===== src/rtl/skvt_pkg.sv =====
// ----------------------------------------------------------------------------
// Sorted key/value table: shared package
// Sizes, command and register codes, cell/tree types, key compare helpers.
// ----------------------------------------------------------------------------
`default_nettype none

package skvt_pkg;

    localparam int DEPTH      = 64;
    localparam int KEY_BITS   = 32;
    localparam int VALUE_BITS = 32;
    localparam int COUNT_BITS = 7;
    localparam int CMD_BITS   = 4;

    localparam int CNT_W  = $clog2(DEPTH + 1);
    localparam int IDX_W  = $clog2(DEPTH);
    localparam int LEVELS = $clog2(DEPTH);
    localparam int LEAVES = 1 << LEVELS;

    localparam int IN_DATA_W  = ((KEY_BITS + VALUE_BITS + 7) / 8) * 8;
    localparam int OUT_DATA_W = ((VALUE_BITS + KEY_BITS + COUNT_BITS + 7) / 8) * 8;
    localparam int OUT_USER_W = 2;
    localparam int CFG_ADDR_W = 1;
    localparam int CFG_DATA_W = 32;

    // commands
    localparam logic [CMD_BITS-1:0] CMD_SET    = 4'd0;
    localparam logic [CMD_BITS-1:0] CMD_GET    = 4'd1;
    localparam logic [CMD_BITS-1:0] CMD_EXISTS = 4'd2;
    localparam logic [CMD_BITS-1:0] CMD_DELETE = 4'd3;
    localparam logic [CMD_BITS-1:0] CMD_FIRST  = 4'd4;
    localparam logic [CMD_BITS-1:0] CMD_LAST   = 4'd5;
    localparam logic [CMD_BITS-1:0] CMD_NEXT   = 4'd6;
    localparam logic [CMD_BITS-1:0] CMD_PREV   = 4'd7;
    localparam logic [CMD_BITS-1:0] CMD_CLEAR  = 4'd8;

    // config register indexes
    localparam logic [CFG_ADDR_W-1:0] REG_SIGNED_KEYS = 1'b0;
    localparam logic [CFG_ADDR_W-1:0] REG_MISS_VALUE  = 1'b1;

    // cell update operations
    localparam logic [1:0] OP_HOLD   = 2'd0;
    localparam logic [1:0] OP_UPDATE = 2'd1;
    localparam logic [1:0] OP_INSERT = 2'd2;
    localparam logic [1:0] OP_REMOVE = 2'd3;

    typedef logic [KEY_BITS-1:0]   key_t;
    typedef logic [VALUE_BITS-1:0] value_t;
    typedef logic [CNT_W-1:0]      cnt_t;
    typedef logic [IDX_W-1:0]      idx_t;

    localparam key_t KEY_SIGN = key_t'(1) << (KEY_BITS - 1);

    // per-cell compare result, also the node type of the reduction tree
    typedef struct packed {
        logic   match;
        idx_t   match_idx;
        value_t match_val;
        cnt_t   lt_cnt;
        logic   gt_ok;
        key_t   gt_key;
        logic   lt_ok;
        key_t   lt_key;
        key_t   last_key;
    } node_t;

    // broadcast from the controller to every cell
    typedef struct packed {
        logic       cmp_en;
        logic [1:0] op;
        cnt_t       at;
        key_t       key;
        value_t     value;
        logic       sgn;
        cnt_t       count;
    } ctrl_t;

    function automatic logic key_less(key_t a, key_t b, logic sgn);
        key_t flip;
        flip = sgn ? KEY_SIGN : '0;
        return (a ^ flip) < (b ^ flip);
    endfunction

    function automatic node_t node_combine(node_t a, node_t b, logic sgn);
        node_t r;
        r.match     = a.match | b.match;
        r.match_idx = a.match_idx | b.match_idx;
        r.match_val = a.match_val | b.match_val;
        r.lt_cnt    = a.lt_cnt + b.lt_cnt;
        if (a.gt_ok && (!b.gt_ok || key_less(a.gt_key, b.gt_key, sgn)))
        begin
            r.gt_ok  = 1'b1;
            r.gt_key = a.gt_key;
        end
        else
        begin
            r.gt_ok  = b.gt_ok;
            r.gt_key = b.gt_key;
        end
        if (a.lt_ok && (!b.lt_ok || key_less(b.lt_key, a.lt_key, sgn)))
        begin
            r.lt_ok  = 1'b1;
            r.lt_key = a.lt_key;
        end
        else
        begin
            r.lt_ok  = b.lt_ok;
            r.lt_key = b.lt_key;
        end
        r.last_key = a.last_key | b.last_key;
        return r;
    endfunction

endpackage

`default_nettype wire


===== src/rtl/skvt_cell.sv =====
// ----------------------------------------------------------------------------
// Sorted key/value table: storage cell
// One slot: compares against the broadcast key, shifts with its neighbors.
// ----------------------------------------------------------------------------
`default_nettype none

module skvt_cell (
    input  logic                     clk,
    input  logic [skvt_pkg::IDX_W-1:0] idx,
    input  skvt_pkg::ctrl_t          ctrl,
    input  skvt_pkg::key_t           left_key,
    input  skvt_pkg::value_t         left_val,
    input  skvt_pkg::key_t           right_key,
    input  skvt_pkg::value_t         right_val,
    output skvt_pkg::key_t           key_q,
    output skvt_pkg::value_t         val_q,
    output skvt_pkg::node_t          leaf
);
    import skvt_pkg::*;

    key_t   key_reg,  key_next;
    value_t val_reg,  val_next;
    node_t  leaf_reg, leaf_next;
    cnt_t   pos;
    logic   valid, hit, below, above, is_last;

    always_comb
    begin
        pos     = CNT_W'(idx);
        valid   = pos < ctrl.count;
        hit     = valid && (key_reg == ctrl.key);
        below   = valid && key_less(key_reg, ctrl.key, ctrl.sgn);
        above   = valid && key_less(ctrl.key, key_reg, ctrl.sgn);
        is_last = valid && ((pos + CNT_W'(1)) == ctrl.count);

        leaf_next = leaf_reg;
        if (ctrl.cmp_en)
        begin
            leaf_next.match     = hit;
            leaf_next.match_idx = hit ? idx : '0;
            leaf_next.match_val = hit ? val_reg : '0;
            leaf_next.lt_cnt    = CNT_W'(below);
            leaf_next.gt_ok     = above;
            leaf_next.gt_key    = key_reg;
            leaf_next.lt_ok     = below;
            leaf_next.lt_key    = key_reg;
            leaf_next.last_key  = is_last ? key_reg : '0;
        end

        key_next = key_reg;
        val_next = val_reg;
        unique case (ctrl.op)
            OP_UPDATE:
            begin
                if (pos == ctrl.at)
                begin
                    val_next = ctrl.value;
                end
            end
            OP_INSERT:
            begin
                if (pos == ctrl.at)
                begin
                    key_next = ctrl.key;
                    val_next = ctrl.value;
                end
                else if (pos > ctrl.at)
                begin
                    key_next = left_key;
                    val_next = left_val;
                end
            end
            OP_REMOVE:
            begin
                if (pos >= ctrl.at)
                begin
                    key_next = right_key;
                    val_next = right_val;
                end
            end
            default:
            begin
            end
        endcase
    end

    always_ff @(posedge clk)
    begin
        key_reg  <= key_next;
        val_reg  <= val_next;
        leaf_reg <= leaf_next;
    end

    assign key_q = key_reg;
    assign val_q = val_reg;
    assign leaf  = leaf_reg;

endmodule

`default_nettype wire


===== config.mk =====
export PLATFORM = sky130hd
export DESIGN_NAME = skvt_cell
export DESIGN_NICKNAME = d
export VERILOG_FILES = /design/src/rtl/skvt_pkg.sv /design/src/rtl/skvt_cell.sv
export SDC_FILE = /design/constraint.sdc
export NUM_CORES = 1
export LEC_CHECK = 0
export ABC_CLOCK_PERIOD_IN_PS = 11400
export BUFFER_PORTS_ARGS = -buffer_cell sky130_fd_sc_hd__buf_2
export CAP_MARGIN = 5
export CELL_PAD_IN_SITES_DETAIL_PLACEMENT = 0
export CELL_PAD_IN_SITES_GLOBAL_PLACEMENT = 1
export CORE_MARGIN = 3
export CORE_UTILIZATION = 35
export DETAILED_ROUTE_END_ITERATION = 12
export PLACE_DENSITY = 0.88
export SYNTH_ARGS = -nofsm -noshare
export SYNTH_HDL_FRONTEND = slang
export SYNTH_SLANG_ARGS = --single-unit

===== constraint.sdc =====
create_clock -name clk -period 11.4 [get_ports clk]
set_input_delay 1.14 -clock clk [delete_from_list [all_inputs] [get_ports clk]]
set_output_delay 1.14 -clock clk [all_outputs]
set_load 0.03 [all_outputs]

==> flow_summary.toml, run 1 <==
[synth]
syn_avg_cell_area_um2 = 12.6
synth_mux_area_share_pct = 3.65
synth_top_area_share_pct = 57.8
synth.distinct_cells = 45
ys_warn_count = 0
synth-adder-area-share_pct = 6.27
synth_xor_area_share_pct = 0.954
async_flop_share_pct = 0
netlist_instances = 696
synth-simple-area-share_pct = 12.8
synth-seq-cells = 169
synth_commonest_cells = "edfxtp_1 (169), a22o_1 (58), nand2_1 (56), o21ai_0 (46), inv_1 (45)"
synth_compound_area_share_pct = 11.1
synth_edf_count = 169
yosys-top-cells-area = "edfxtp_1 (58%), ha_1 (6.3%), a22o_1 (5.8%), buf_4 (3.8%), mux2i_1 (3.6%)"
synth-main-ff-cell = "edfxtp_1"
syn_area_um2 = 8780
synth_top_family_by_area = "simple AND/OR/NAND/NOR gates"
yosysTopAreaCell = "edfxtp_1"
ys_seq_area_share_pct = 57.8
yosysMostFrequentCell = "edfxtp_1"

[timing]
finalSetupViolations = 0
relSlewSlack_pct = 19.8
finalCritPeriodShare_pct = 30.4
tightest_slew_ps = 1200
worst_slack_ps = 7940
setup_tns_ps = 0
hold_viol = 0
holdWs_ps = 484
finalCriticalPeriod_ps = 3460
slew_viol_final = 0
timing.fmax_mhz = 289
rsz0062_at_grt = "false"
finClkSkew_ps = 11.9

[clocking]
post_cts_resized = 0
cts_setup_buffers = 0
clock-root-buffer = "clkbuf_16"
clk_latency_ps = 420
htreeDepth = 4
cts_buffers = 17
clkTransAtPathRegs_ps = 70
numClockSinks = 169
holdBufCountCts = 0
clock_path_buffers = 2
cts_tree = "built"

[route]
drt_iter0_drc = 538
drt_first_pass_iters = 5
num_vias = 7030
ant_nets = 0
routedWlPerCell_um = 20.2
routed_wl_um = 28600
viasPerCell = 4.98
drc = 0

[worst_setup_path]
worstSetupEndpoint = "val_q[19]"
worstPathRequired_ps = 11690
cp_slowest_cell = "nor2_2"
critical_path.startpoint_type = "input pin"
r2r-start = "key_q[14]"
cpPeakStageDelay_ps = 1000
reg2reg_depth = 8
crit_arrival_ps = 3750
critPathMaxFanout = 39
r2r_slack_ps = 8640
cp-startpoint = "idx[0]"
path_cells = "buf_2 -> inv_1 -> ha_1 -> nand4_1 -> nor3_2 -> buf_4 -> nor2_2 -> a22o_1 -> a22o_1"
end_kind = "register"
r2r-end = "leaf[128]"
setup.worst_path.class = "input pin to register"
crit_top_cell = "a22o_1"

[global_route]
grt_usage_pct = 20.1
grt_overflow = 0
grt_pass1_wl_um = 40500
antenna_found_initial = 3
grt_pass1_vias = 6807
grt_max_degree = 67

[layout]
area_growth_pct = 31.9
n_fill_cell = 2238
drive_above_1_share_pct = 45.5
nets = 1333
largest_register_ffs = 105

[outcome]
status = "complete, no violations"

[pwr]
p_leak_nw = 5.13
ir_drop_mv = 0.0924
finalPower_mw = 1.64
power_density_nw_per_um2 = 142

[placement]
dp_hpwl_um = 21400
port_buffers = 418
gp_congestion = 0.913
place_ws_ps = 7360

[flow_run]
maxCapViolations = 0

[floorplan]
die_h_um = 164
die_width_um = 164
core-area_um2 = 24500
start_util_pct = 35.9
row_count = 57
ios = 425
dieArea_um2 = 27000

[hold_path]
hold_path_class = "register to register"
==> cell type report <==
class / count / area [µm²] / area share [%]
diodes: 3 / 7.51 / 0.0648
clock buffers: 17 / 425 / 3.67
clock inverters: 15 / 188 / 1.62
inverters: 45 / 169 / 1.46
multi-input cells: 411 / 3120 / 27.0
flip-flops and latches: 169 / 5070 / 43.8
well taps: 324 / 405 / 3.50
repair buffers: 428 / 2190 / 18.9
==> routing by layer <==
layer	share of wire, %	wire length, µm	global-route usage, %	vias to the layer above
met4	2.8	807	7.28	0
met2	50	14300	33.4	315
li1	-	-	-	3299
met5	0	0	0	-
met3	6.1	1730	3.76	52
met1	41	11800	26.3	3364
==> placed cells by master (no fill, tap or decap), types with 3 or more instances in the layout <==
master and n:
a21oi_1 19, a22o_1 58, and2_1 37, buf_2 417, buf_4 10, bufinv_16 3, clkbuf_16 17, clkinv_4 3
conb_1 6, diode_2 3, edfxtp_1 169, ha_1 44, inv_1 45, inv_6 4, mux2i_1 32, nand2_1 56
nand2b_1 11, nand3_1 4, nand4_1 9, nor2_1 8, nor2b_1 3, nor3_1 7, nor4_1 11, nor4_2 18
nor4_4 3, o21ai_0 45, xor2_1 5
==> power breakdown <==
group / leakage (nW) / switching [mW] / internal (mW)
registers: 1.66 / 0.0165 / 0.720
clock network: 0.304 / 0.262 / 0.351
logic: 3.17 / 0.195 / 0.0951
==> cells by family (layout without fill, tap and decap cells) <==
logic type	Yosys count	in the layout
compound gates	140	140
xor+xnor	8	8
fa+ha+maj	44	44
buf+inv	121	505
flops	169	169
mux	32	32
other cells	1	9
simple gates	181	181
==> metrics by stage <==
step                      util, %  cell area (µm²)  std cells
after floorplan                 -             8800        701
final                        47.3            11600       1412
after global placement       44.7            10900       1376
after CTS                    47.2            11500       1408
after detailed placement     44.7            10900       1376
after global routing         47.3            11600       1412
==> worst max-delay path: cells and delay by family <==
| family | cells | cell delay, ps |
|---|---|---|
| AND/OR/NAND/NOR | 3 | 1180 |
| buffers and inverters | 3 | 590 |
| AO/OA/AOI/OAI | 2 | 480 |
| adder cells (fa/ha/maj) | 1 | 320 |
==> worst min-delay path by stage <==
stage | from | end | slack (ps) | depth (start not counted)
5_1_grt | key_q[12] | leaf[44] | 500 | 0
3_5_place_dp | key_q[12] | leaf[44] | 460 | 0
3_3_place_gp | key_q[11] | leaf[43] | 450 | 0
2_1_floorplan | key_q[1] | leaf[33] | 700 | 0
4_1_cts | key_q[12] | leaf[44] | 480 | 0
6_report | key_q[12] | leaf[44] | 480 | 0
Note: power is estimated with default switching activity, not from simulation.
==> run 2: changes to the inputs <==
ABC_AREA = 1   (was default)
ABC_CLOCK_PERIOD_IN_PS = 3020   (was 11400)
CORE_ASPECT_RATIO = 1.2   (was default)
CORE_UTILIZATION = 31   (was 35)
PLACE_DENSITY = 0.85   (was 0.88)
clock period = 3.02 ns   (was 11.4 ns; I/O delays follow)
==> run 2 against run 1 <==
  * Die area up 14%
  * Register-to-register slack lost 7600 ps
  * Non-clock buffer count increased by 3
  * Routed wire length decreased by 2.0%
  * Sequential share of layout area is 0.71 points lower
  * Combinational power increased to 3.8 times the previous value
  * Via count up 8.3%
  * Synthesized cell count grew 28%
  * Largest cell class unchanged
==> flow_summary.toml, run 2 <==
[synth]
yosysMostFrequentCell = "nand2_1"
synth-seq-cells = 169
syn_avg_cell_area_um2 = 9.99
synth_top_area_share_pct = 56.9
ys_warn_count = 0
yosys-top-cells-area = "edfxtp_1 (57%), nand2_1 (8.1%), ha_1 (6.2%), nor2_1 (4.8%), inv_1 (4.3%)"
synth_commonest_cells = "nand2_1 (192), edfxtp_1 (169), nor2_1 (115), inv_1 (102), ha_1 (44)"
ys_seq_area_share_pct = 56.9
async_flop_share_pct = 0
netlist_instances = 893
synth-main-ff-cell = "edfxtp_1"
synth.distinct_cells = 32
syn_area_um2 = 8920
yosysTopAreaCell = "edfxtp_1"
synth_edf_count = 169

[pwr]
pwr-share-clk_pct = 37.0
power_density_nw_per_um2 = 526
ir_drop_mv = 0.298
power_frac_seq_pct = 45.3
p_sw_share_pct = 29.0
p_int_mw = 4.40
p_leak_nw = 5.66
power_switching_mw = 1.80
comb_power_share_pct = 17.7

[clocking]
cts_buffers = 17
post_cts_resized = 0
cts_setup_buffers = 0
cts_tree = "built"
clkTransAtPathRegs_ps = 70
clock_path_buffers = 2
clock-root-buffer = "clkbuf_16"
htreeDepth = 4
numClockSinks = 169
clk_latency_ps = 430
holdBufCountCts = 0

[flow_run]
maxCapViolations = 0

[global_route]
antenna_found_initial = 4
grt_max_degree = 106
grt_pass1_vias = 7500
grt_pass1_wl_um = 41400
grt_usage_pct = 17.6
grt_overflow = 0

[timing]
finalSetupViolations = 0
relSlewSlack_pct = 49.5
timing.fmax_mhz = 498
slew_viol_final = 0
rsz0062_at_grt = "false"
setup_tns_ps = 0
tightest_slew_ps = 757
finalCritPeriodShare_pct = 66.5
hold_viol = 0
finClkSkew_ps = 12.0
holdWs_ps = 163
finalCriticalPeriod_ps = 2010

[route]
wl_met1_um = 10200
routed_wl_um = 28000
drc = 0
num_vias = 7611
wl_met2_um = 14400
ant_nets = 0
drt_first_pass_iters = 5
drt_iter0_drc = 508
viasPerCell = 4.57
wl_met3_um = 2420
routedWlPerCell_um = 16.8
dr.max_layer_used = "met5"

[worst_setup_path]
worstPathRequired_ps = 3310
critical_path.startpoint_type = "register"
critPathMaxFanout = 39
crit_arrival_ps = 2300
r2r-start = "key_q[23]"
end_kind = "register"
setup.worst_path.class = "register to register"
cp-startpoint = "key_q[23]"

[floorplan]
die_width_um = 161
core-area_um2 = 28200
start_util_pct = 31.7
dieArea_um2 = 30900
ios = 425
die_h_um = 192
row_count = 67

[layout]
multi_input_area_um2 = 2980
ff_latch_area_um2 = 5070
area_growth_pct = 32.0
mostFrequentLayoutCell = "buf_2"
n_fill_cell = 2804
layout_common_cells = "buf_2 (417), nand2_1 (190), edfxtp_1 (169)"
drive_above_1_share_pct = 40.1
nets = 1533
largest_register_ffs = 105

[hold_path]
hp-start = "right_val[8]"
hold_path_class = "input pin to register"

[placement]
gp_congestion = 0.869
port_buffers = 418
dp_hpwl_um = 21500

[outcome]
status = "complete, no violations"
==> run 2: logic make-up (layout without fill, tap and decap cells) <==
kind of cell	Yosys count	count (layout)	share of synthesized area, %
AND/OR/NAND/NOR	368	368	18.0
adder cells (fa/ha/maj)	44	44	6.17
buffers and inverters	182	569	9.96
AO/OA/AOI/OAI	123	123	8.40
XOR/XNOR	6	6	0.589
flip-flops	169	169	56.9
other	1	7	0.0420
==> run 2: area by class of cell <==
type / count / share of cell area, %
Antenna cell: 1 / 0.0213
Clock buffer: 18 / 3.65
Clock inverter: 14 / 1.43
Inverter: 106 / 3.38
Multi-Input combinational cell: 547 / 25.3
Sequential cell: 169 / 43.1
Tap cell: 379 / 4.03
Timing Repair Buffer: 431 / 19.0
==> run 2: power groups by stage <==
stage	clock, mW	sequential, mW	combinational (mW)
floorplan	0	3.10	0.432
global placement	0	2.86	1.10
detailed placement	0	2.86	1.11
CTS	2.35	2.81	1.11
global route	2.45	2.82	1.20
finish	2.29	2.81	1.09
==> run 2: layer usage <==
metal,up-vias,track usage [%]
met5,-,0
met4,4,7.12
met3,53,4.85
met2,372,32.0
met1,3482,19.3
li1,3700,-
==> run 2: final timing paths <==
path / slack [ps] / cells after the start / end
min: 160 / 3 / val_q[8]
max: 1010 / 9 / leaf[136]
min reg2reg: 480 / 0 / leaf[51]
max reg2reg: 1010 / 9 / leaf[136]
==> run 2: critical path, cell delays in order (launching register included) <==
cell and delay [ps]:
edfxtp_1 380, inv_1 80, ha_1 290, nand2_1 70, nor2_1 140, nand4_1 170, nor2_4 220, nand3_2 120
buf_12 210, nor2_1 130
==> run 2: through the flow <==
step	utilization (%)	power, mW	setup WS, ps	cell area, µm²	instances
2_1_floorplan	-	3.53	651	8940	898
6_report	41.8	6.19	1010	11800	1665
5_1_grt	41.8	6.47	814	11800	1665
4_1_cts	41.8	6.27	981	11800	1664
3_3_place_gp	39.7	3.95	838	11200	1632
3_5_place_dp	39.7	3.97	759	11200	1632
==> run 3: changes to the inputs <==
ABC_CLOCK_PERIOD_IN_PS = 1700   (was 3020)
clock period = 1.7 ns   (was 3.02 ns; I/O delays follow)
==> run 3 against run 2 <==
  * The run now ends with negative setup slack left
  * Worst hold slack got worse by 130 ps
  * Clock skew decreased by 2.0 ps
  * Sequential share of layout area decreased by 4.9 points
  * Critical path depth fell by 1
  * Sequential power up 77%
  * Critical endpoint is now leaf[108]
  * Highest routed layer unchanged
==> flow_summary.toml, run 3 (same netlist as run 2, synthesis figures left out) <==
[clocking]
clkTransAtPathRegs_ps = 70
cts_buffers = 17
numClockSinks = 169
clock_path_buffers = 2
clk_latency_ps = 430
clock-root-buffer = "clkbuf_16"
cts_tree = "built"
holdBufCountCts = 0
htreeDepth = 4

[global_route]
grt_pass1_vias = 7911
grt_max_degree = 65
antenna_found_initial = 1
grt_usage_pct = 18.0
grt_pass1_wl_um = 42400
grt_overflow = 0

[timing]
finalCritPeriodShare_pct = 113
setup_tns_ps = -6080
hold_viol = 0
finalCriticalPeriod_ps = 1920
timing.fmax_mhz = 522
worst_slack_ps = -216
slew_viol_final = 0
finalSetupViolations = 41
finClkSkew_ps = 10.0
rsz0062_at_grt = "true"

[layout]
mostFrequentLayoutCell = "buf_2"
n_fill_cell = 2667
nets = 1632
largest_register_ffs = 105
final_area_um2 = 13300
drive_above_1_share_pct = 51.1
layout_common_cells = "buf_2 (417), nand2_1 (179), edfxtp_1 (169)"
area_growth_pct = 48.8
final_util_pct = 47.1

[hold_path]
hold_path_class = "input pin to register"

[floorplan]
die_width_um = 161
die_h_um = 192
dieArea_um2 = 30900
start_util_pct = 31.7
row_count = 67
ios = 425
core-area_um2 = 28200

[pwr]
ir_drop_mv = 0.603
power_density_nw_per_um2 = 871
p_leak_nw = 6.25

[flow_run]
maxCapViolations = 0

[worst_setup_path]
worstPathRequired_ps = 2000
end_kind = "register"
critPathMaxFanout = 5
crit_arrival_ps = 2210
critical_path.startpoint_type = "register"
setup.worst_path.class = "register to register"

[placement]
gp_congestion = 0.867
placed_area_um2 = 12000
dp_hpwl_um = 21500
place_ws_ps = -276
port_buffers = 418

[route]
drt_iter0_drc = 331
routedWlPerCell_um = 16.3
num_vias = 7981
ant_nets = 0
viasPerCell = 4.53
drt_first_pass_iters = 4
drc = 0
routed_wl_um = 28700

[outcome]
status = "finished with violations"
violations = "negative setup slack"
[run 3: cell types whose count changed in the layout (fill, tap and decap cells not counted), moves of 13 or more]
cell / before / now
buf_4: 10 / 92
ha_1: 44 / 24
ha_4: 0 / 20
inv_1: 101 / 79
inv_2: 5 / 22
nor2_1: 114 / 80
nor2_2: 31 / 52
nor2_4: 10 / 23
[run 3: stage by stage]
step,hold WS (ps),total power [mW],instances
6_report,35.8,11.6,1762
5_1_grt,20.3,12.1,1761
4_1_cts,9.23,11.7,1756
3_5_place_dp,477,7.28,1708
3_3_place_gp,458,7.24,1708
2_1_floorplan,282,6.31,898
[run 3: worst paths after layout]
kind                startpoint         to  slack [ps]  cells after the start
setup reg to reg      key_q[5]  leaf[108]        -220                      8
setup / recovery      key_q[5]  leaf[108]        -220                      8
hold / removal    right_val[1]   val_q[1]          40                      3
hold reg to reg      key_q[27]   leaf[59]         500                      0
[run 3: area by class of cell]
class	instances	area, µm²	area share, %
repair buffers	530	3200	24.1
multi-input cells	547	3490	26.3
flip-flops and latches	169	5070	38.2
clock inverters	13	193	1.45
well taps	379	474	3.57
inverters	106	414	3.12
clock buffers	17	425	3.20
diodes	1	2.50	0.0188
[run 3: power breakdown]
group	leakage, nW	internal [mW]	switching (mW)	total [mW]
clock	0.302	2.47	1.76	4.23
sequential	1.68	4.86	0.109	4.97
combinational	4.26	0.888	1.48	2.37
total	6.25	8.22	3.35	11.6
[run 3: critical path, cell delays in order, from the launching register on]
cell and delay [ps]:
edfxtp_1 360, inv_1 70, ha_1 300, nand4_1 190, nor3_4 300, nand3_4 150, buf_12 190, buf_16 150
nor2_4 70
[run 3: metal layers]
layer  share of wire (%)  routed length, µm  vias up  GRT usage, %
li1                    -                  -     3906             -
met1                  37              10600     3711          19.3
met2                  53              15300      333          34.2
met3                 7.7               2220       29          4.81
met4                 2.0                572        2          5.86
met5               0.045                 13        -             0
[run 3: repair_timing]
action,in CTS,in global routing
resized for setup,60,28
gates cloned,5,0
hold endpoints to repair,0,0
endpoints found under the setup margin,41,41
setup buffers,13,6
pin swaps,3,9
